<file path="config.mk">
export PLATFORM = sky130hd
export DESIGN_NAME = ddenc_ctrl
export DESIGN_NICKNAME = d
export VERILOG_FILES = /design/src/sv/ddenc_pkg.sv /design/src/sv/ddenc_ctrl.sv
export SDC_FILE = /design/constraint.sdc
export NUM_CORES = 1
export LEC_CHECK = 0
export BUFFER_PORTS_ARGS = -buffer_cell sky130_fd_sc_hd__clkbuf_2
export CAP_MARGIN = 30
export CORE_AREA = 2 2 39 41
export DETAILED_ROUTE_END_ITERATION = 12
export DIE_AREA = 0 0 41 43
export GPL_TIMING_DRIVEN = 0
export PLACE_DENSITY_LB_ADDON = 0.2
export SLEW_MARGIN = 20
export SYNTH_ARGS = -nofsm -noshare
export SYNTH_HDL_FRONTEND = slang
export SYNTH_SLANG_ARGS = --single-unit
</file>
<file path="constraint.sdc">
create_clock -name clock -period 2.2 [get_ports clock]
set_clock_uncertainty 0.2 [all_clocks]
set_input_delay 0.44 -clock clock [delete_from_list [all_inputs] [get_ports clock]]
set_output_delay 0.44 -clock clock [all_outputs]
set_load 0.005 [all_outputs]
</file>
<file path="src/sv/ddenc_pkg.sv">
// Shared types, status codes and width helpers for the delta dictionary encoder.
// Used by ddenc_ctrl, ddenc_dpath and delta_dictionary_encoder; depends on nothing.

package ddenc_pkg;

   // Default sizes handed down from the top level.
   localparam int unsigned DICT_ENTRIES_DEF = 256;
   localparam int unsigned VALUE_BITS_DEF   = 64;

   // Fixed field widths of the channels.
   localparam int unsigned SAMPLE_W = 64;
   localparam int unsigned STATUS_W = 3;
   localparam int unsigned INDEX_W  = 8;
   localparam int unsigned COUNT_W  = 21;
   localparam int unsigned CODE_W   = 2;
   localparam int unsigned CSR_W    = 21;
   localparam int unsigned CSR_IDX_W = 1;
   localparam int unsigned WIDTH_W  = 7;

   // Result status codes.
   localparam logic [STATUS_W-1:0] ST_BASE  = 3'd0;
   localparam logic [STATUS_W-1:0] ST_MATCH = 3'd1;
   localparam logic [STATUS_W-1:0] ST_NEW   = 3'd2;
   localparam logic [STATUS_W-1:0] ST_FULL  = 3'd3;
   localparam logic [STATUS_W-1:0] ST_LIMIT = 3'd4;

   // Configuration register indexes.
   localparam logic [CSR_IDX_W-1:0] REG_BLOCK_LIMIT = 1'd0;
   localparam logic [CSR_IDX_W-1:0] REG_WIDTH_CODE  = 1'd1;

   // Configuration reset values.
   localparam logic [COUNT_W-1:0] LIMIT_RESET = 21'd65536;
   localparam logic [CODE_W-1:0]  CODE_RESET  = 2'd3;

   // Commands from the controller to the datapath.
   typedef struct packed {
      logic                capture;
      logic                start_scan;
      logic                scan_step;
      logic                commit;
      logic [STATUS_W-1:0] kind;
   } cmd_type;

   // Status from the datapath to the controller.
   typedef struct packed {
      logic is_open;
      logic at_limit;
      logic rd_hit;
      logic rd_last;
      logic dict_full;
      logic out_free;
   } stat_type;

   // Element width in bits for a width code, clamped to the stored width.
   function automatic logic [WIDTH_W-1:0] eff_width(input logic [CODE_W-1:0] code,
                                                    input int unsigned vb);
      logic [WIDTH_W-1:0] w;
      w = 7'd8 << code;
      if (vb < 32'(w)) begin
         w = WIDTH_W'(vb);
      end
      return w;
   endfunction

   // Mask of the low w bits of a 64-bit word.
   function automatic logic [SAMPLE_W-1:0] mask64(input logic [WIDTH_W-1:0] w);
      logic [SAMPLE_W-1:0] m;
      if (w >= 7'd64) begin
         m = '1;
      end else begin
         m = (64'd1 << w) - 64'd1;
      end
      return m;
   endfunction

   // Sign-extend the low w bits of v to 64 bits.
   function automatic logic [SAMPLE_W-1:0] sext64(input logic [SAMPLE_W-1:0] v,
                                                  input logic [WIDTH_W-1:0]  w);
      logic [SAMPLE_W-1:0] m;
      logic [SAMPLE_W-1:0] r;
      m = mask64(w);
      r = v & m;
      if (w < 7'd64 && v[6'(w - 7'd1)]) begin
         r = r | ~m;
      end
      return r;
   endfunction

endpackage

</file>
<file path="src/sv/ddenc_ctrl.sv">
// Sequencing state machine of the delta dictionary encoder.
// Depends on ddenc_pkg for the command and status structs and status codes.

module ddenc_ctrl
   import ddenc_pkg::*;
(
   input  logic     clock,
   input  logic     reset,
   input  logic     req_valid,
   output logic     req_stall,
   input  stat_type stat,
   output cmd_type  cmd
);

   localparam logic [1:0] S_IDLE   = 2'd0;
   localparam logic [1:0] S_EVAL   = 2'd1;
   localparam logic [1:0] S_SCAN   = 2'd2;
   localparam logic [1:0] S_COMMIT = 2'd3;

   logic [1:0]          state_ff, state_in;
   logic [STATUS_W-1:0] kind_ff, kind_in;

   always_comb begin
      state_in       = state_ff;
      kind_in        = kind_ff;
      cmd            = '0;
      cmd.kind       = kind_ff;
      req_stall      = (state_ff != S_IDLE);
      unique case (state_ff)
         S_IDLE: begin
            if (req_valid) begin
               cmd.capture = 1'b1;
               state_in    = S_EVAL;
            end
         end
         S_EVAL: begin
            priority if (!stat.is_open) begin
               kind_in  = ST_BASE;
               state_in = S_COMMIT;
            end else if (stat.at_limit) begin
               kind_in  = ST_LIMIT;
               state_in = S_COMMIT;
            end else begin
               cmd.start_scan = 1'b1;
               state_in       = S_SCAN;
            end
         end
         S_SCAN: begin
            // The first match wins, so a hit is checked before the end of the scan.
            priority if (stat.rd_hit) begin
               kind_in  = ST_MATCH;
               state_in = S_COMMIT;
            end else if (stat.rd_last) begin
               kind_in  = stat.dict_full ? ST_FULL : ST_NEW;
               state_in = S_COMMIT;
            end else begin
               cmd.scan_step = 1'b1;
            end
         end
         S_COMMIT: begin
            if (stat.out_free) begin
               cmd.commit = 1'b1;
               state_in   = S_IDLE;
            end
         end
         default: begin
            state_in = S_IDLE;
         end
      endcase
   end

   always_ff @(posedge clock) begin
      if (reset) begin
         state_ff <= S_IDLE;
         kind_ff  <= ST_BASE;
      end else begin
         state_ff <= state_in;
         kind_ff  <= kind_in;
      end
   end

   // An item is only taken while nothing else is in flight.
   a_capture_idle: assert property (@(posedge clock) disable iff (reset)
      cmd.capture |-> state_ff == S_IDLE)
      else $error("capture outside idle");

   // A result is written only when the output register can take it.
   a_commit_free: assert property (@(posedge clock) disable iff (reset)
      cmd.commit |-> stat.out_free)
      else $error("commit while output register busy");

   // A scan only starts on an open block below its limit.
   a_scan_open: assert property (@(posedge clock) disable iff (reset)
      cmd.start_scan |-> stat.is_open && !stat.at_limit)
      else $error("scan started on closed or full block");

endmodule

</file>
After elaboration in Yosys (flattened, before gate mapping)
Cells that the tools add are included.
{"block": "classes", "mux": 23, "eq_ne": 7, "n_reduce_logical": 5}
{"operator": "two-way mux 1 bit", "count": 12}
{"operator": "two-way mux 3 bit", "count": 4}
{"operator": "two-way mux 2 bit", "count": 5}
{"operator": "case mux 2 bit (4 select lines)", "count": 1}
{"operator": "!= test 3 bit, second input constant", "count": 2}
{"operator": "case mux 3 bit (2 select lines)", "count": 1}
{"operator": "AND reduction 3 bit", "count": 2}
{"operator": "equality test 2 bit, second input constant", "count": 2}
{"operator": "!= test 2 bit, second input constant", "count": 2}
{"operator": "nonzero test 2 bit", "count": 2}
{"operator": "equality test 2 x 1 -> 1 bit, second input constant", "count": 1}
{"operator": "zero test 2 bit", "count": 1}
{"block": "word_totals", "ff_bits": 5, "out_inout_bits": 8, "inputBits": 9, "elab_cells": 37}

Logic depth before layout (Yosys ltp)
{"block": "depth", "ltp_word": 4, "ltp_mapped": 5, "mapped_depth_nobuf": 5}

Worst setup path after synthesis
OpenSTA, ideal clock, no wires.
{"block": "synth_path", "kind": "flip-flop to flip-flop", "start": "register state_ff[0]", "end": "register state_ff[1]", "required_time_ns": 1.930, "path_stages_with_launch": 6, "arrival_time_ns": 1.458, "synth_period_minus_slack_ns": 1.728, "setup_slack_ns": 0.472, "path_buffers": 0, "setup_time_ns": 0.070, "path_cell_list": "dfxtp_1 inv_1 ha_1 nor3b_4 or4b_1 a21oi_1"}
{"block": "synth_between", "elab_chain_cells": 3, "word_cells_on_any_way": 9, "cone_classes": "eq/ne (6); mux (1); reduce/logical (2)"}
{"element": "from (decl)", "line": "ddenc_ctrl.sv:20", "rtl": "logic [1:0] state_ff, state_in;"}
{"element": "from (signal assigned)", "line": "ddenc_ctrl.sv:77", "rtl": "state_ff <= state_in;"}
{"element": "equality test 2 bit / zero test 2 bit (equally long branches)", "line": "ddenc_ctrl.sv:29", "rtl": "unique case (state_ff)"}
{"element": "!= test 3 bit (no line) / != test 2 bit (equally long branches)"}
{"element": "AND reduction 3 bit (no line)"}
Several ways; a longest one is shown, not always the timed one.
A chain may end at the register's enable or synchronous reset.

Worst setup path after layout
Same ends and word-level chain as after synthesis.

==> summary.txt <==
Run status
  – Status: finished, final reports clean

Detailed routing
  – Post-route ant nets: 0
  – First-pass detailed-route iteration total: 2
  – Vias per cell: 4.75
  – Via count: 366
  – DRC Markers: 0
  – Total Wirelength: 846 um
  – WL per Instance: 11.0 um
  – First DRT Iteration DRCs: 6

Synthesis
  – Post-Syn Nets: 55
  – Mapped cell area: 374 um2
  – Share of the synthesized area in the top cell type: 0.268
  – Cell variety after synth: 22
  – Syn_area_per_cell: 9.12 um2
  – Post-synth EDFFs: 0
  – Synth top cells by count: dfxtp_1 (5), ha_1 (5), inv_1 (4), nand2b_1 (4), o32ai_1 (4)
  – Yosys warns: 0
  – Sequential share of the synthesized area: 0.268
  – Synth Flop Type: dfxtp_1
  – Yosys reg bits: 5
  – Dominant cells by area after synthesis: dfxtp_1 (27%), ha_1 (17%), o32ai_1 (9.4%)
  – Post-synth ARST share: 0
  – Post-synthesis cell count: 41
  – Cell taking the most area after synthesis: dfxtp_1

Pwr
  – Worst VDD drop: 0.245 mV
  – Leakage power: 0.242 nW
  – Pwr Density: 985 nW/um2

STA
  – Unrepaired setup endpoints after global routing: no
  – TNS Setup: 0 ns
  – Worst slew pin tran: 0.355 ns
  – Final hold viol count: 0
  – Period utilisation layout: 0.916
  – Slew Viols, Final: 0
  – Worst setup margin: 0.184 ns
  – Max Clock Freq: 496 MHz
  – Final min period: 2.02 ns
  – Rel. slew slack: 0.757
  – Final setup fails: 0

Die
  – Chip Height: 43 um
  – Die Width: 41 um
  – Rows: 14
  – Core footprint: 1380 um2
  – Initial Util: 0.270
  – Die ar.: 1760 um2
  – Io pins: 17

Worst setup path
  – Slowest stage delay, CP: 0.52 ns
  – CP cell instances: inv_1 > ha_1 > nor3b_4 > buf_4 > or4b_1 > a21oi_1
  – Crit. End Element: flop
  – Slowest CP cell: or4b_1
  – Max Fanout on Critical Path: 5
  – Crit Path Category: reg -> reg
  – Startpoint types: flop
  – Data arrival, critical path: 1.98 ns
  – Top delay family on crit path: simple AND/OR/NAND/NOR gates
  – CP bufs+invs: 2
  – Worst Path Required: 2.16 ns

Global route
  – GRT Util Overall: 0.110
  – Largest net degree at the start of global routing: 10
  – Vias in the first global route: 350
  – Antenna violations before repair: 0
  – Global route total overflow: 0
  – First-pass GRT wire length: 1330 um

Final layout
  – Layout Nets: 76
  – Antenna diode count: 0
  – Post-route cell area: 503 um2
  – Layout cells sized above 1: 0.344
  – Area Overhead vs Synth: 34.4%
  – Fillers: 152

Clock network
  – H-tree levels: 1
  – CTS tree: done
  – Clock latency on the worst-skew pair: 0.23 ns
  – Clock Sinks: 5
  – Max Root-Sink Buffers: 2
  – CTS root buf: clkbuf_4
  – CTS Buf Count: 3
  – Post-CTS Resized: 0
  – Setup bufs post-CTS: 0
  – CTS clk-pin slew, worst paths: 0.04 ns
  – CTS Hold Bufs: 0

Place
  – Post-place setup slack: 0.307 ns
  – Post-placement cell area: 469 um2
  – Port Buffers: 15
  – Placer Congestion: 0.722

Flow run
  – # Max-Cap Violations: 0

Hold path
  – HP Class: reg -> reg
worst paths after layout:
kind              slack, ns  cells after the start                  endpoint                startpoint
setup reg to reg       0.18                      6  state_ff[1]$_SDFFE_PP0P_  state_ff[0]$_SDFFE_PP0P_
setup / recovery       0.18                      6  state_ff[1]$_SDFFE_PP0P_  state_ff[0]$_SDFFE_PP0P_
hold / removal         0.29                      2   kind_ff[1]$_SDFFE_PP0P_   kind_ff[1]$_SDFFE_PP0P_
hold reg to reg        0.29                      2   kind_ff[1]$_SDFFE_PP0P_   kind_ff[1]$_SDFFE_PP0P_
flip-flops by register name (all words and copies together), names as in the netlist:
name      cells
kind_ff       3
state_ff      2
cell usage in the layout, fill, tap and decap left out:
master,n
dfxtp_1,5
nand3_1,1
nor2b_1,1
or3_1,1
inv_1,4
buf_4,1
or3b_1,1
buf_1,1
a21oi_1,2
clkbuf_4,3
o21ai_0,1
o31ai_1,1
ha_1,5
a2111oi_0,1
or2_1,1
and3b_1,1
clkbuf_2,15
and2b_4,1
o32ai_1,4
nand2b_1,4
or4b_1,1
and2_1,2
clkbuf_1,1
nor2_1,1
nor3_1,1
nor3b_4,1
per-stage QoR:
step / hold WS (ns) / power (mW) / utilization / instances
final: 0.288 / 0.495 / 0.363 / 77
after global routing: 0.321 / 0.551 / 0.363 / 77
after CTS: 0.297 / 0.502 / 0.358 / 76
after detailed placement: 0.292 / 0.399 / 0.339 / 72
after global placement: 0.270 / 0.392 / 0.339 / 72
after floorplan: 0.271 / 0.313 / - / 41
power breakdown:
part,switching (mW),internal (mW)
clock,0.0325,0.0682
sequential,0.0262,0.117
combinational,0.125,0.126
total,0.184,0.312
cell families after synthesis:
logic type | count (synthesis) | share of synthesized area
flops | 5 | 0.268
compound gates | 9 | 0.177
simple gates | 17 | 0.338
buf+inv | 5 | 0.0501
fa+ha+maj | 5 | 0.167
metal layers:
metal	track usage	wire length [um]	vias up
li1	-	-	188
met1	0.107	390	164
met2	0.200	413	14
met3	0.0157	42	0
met4	0.0600	0	0
met5	0	0	-
worst register-to-register path, delay by kind of cell, from the launching register on:
family / cells / cell delay (ns)
buffers and inverters: 2 / 0.25
flip-flops: 1 / 0.39
adder cells (fa/ha/maj): 1 / 0.26
AO/OA/AOI/OAI: 1 / 0.14
AND/OR/NAND/NOR: 2 / 0.70
area by class of cell:
| class | count | area [um2] | area share |
|---|---|---|---|
| multi-input combinational | 31 | 255 | 0.507 |
| sequential | 5 | 100 | 0.199 |
| timing repair buffer | 16 | 82.6 | 0.164 |
| clock buffer | 4 | 26.3 | 0.0522 |
| tap | 16 | 20.0 | 0.0398 |
| inverter | 4 | 15.0 | 0.0299 |
| buffer | 1 | 3.75 | 0.00746 |
(Power assumes the default switching activity.)
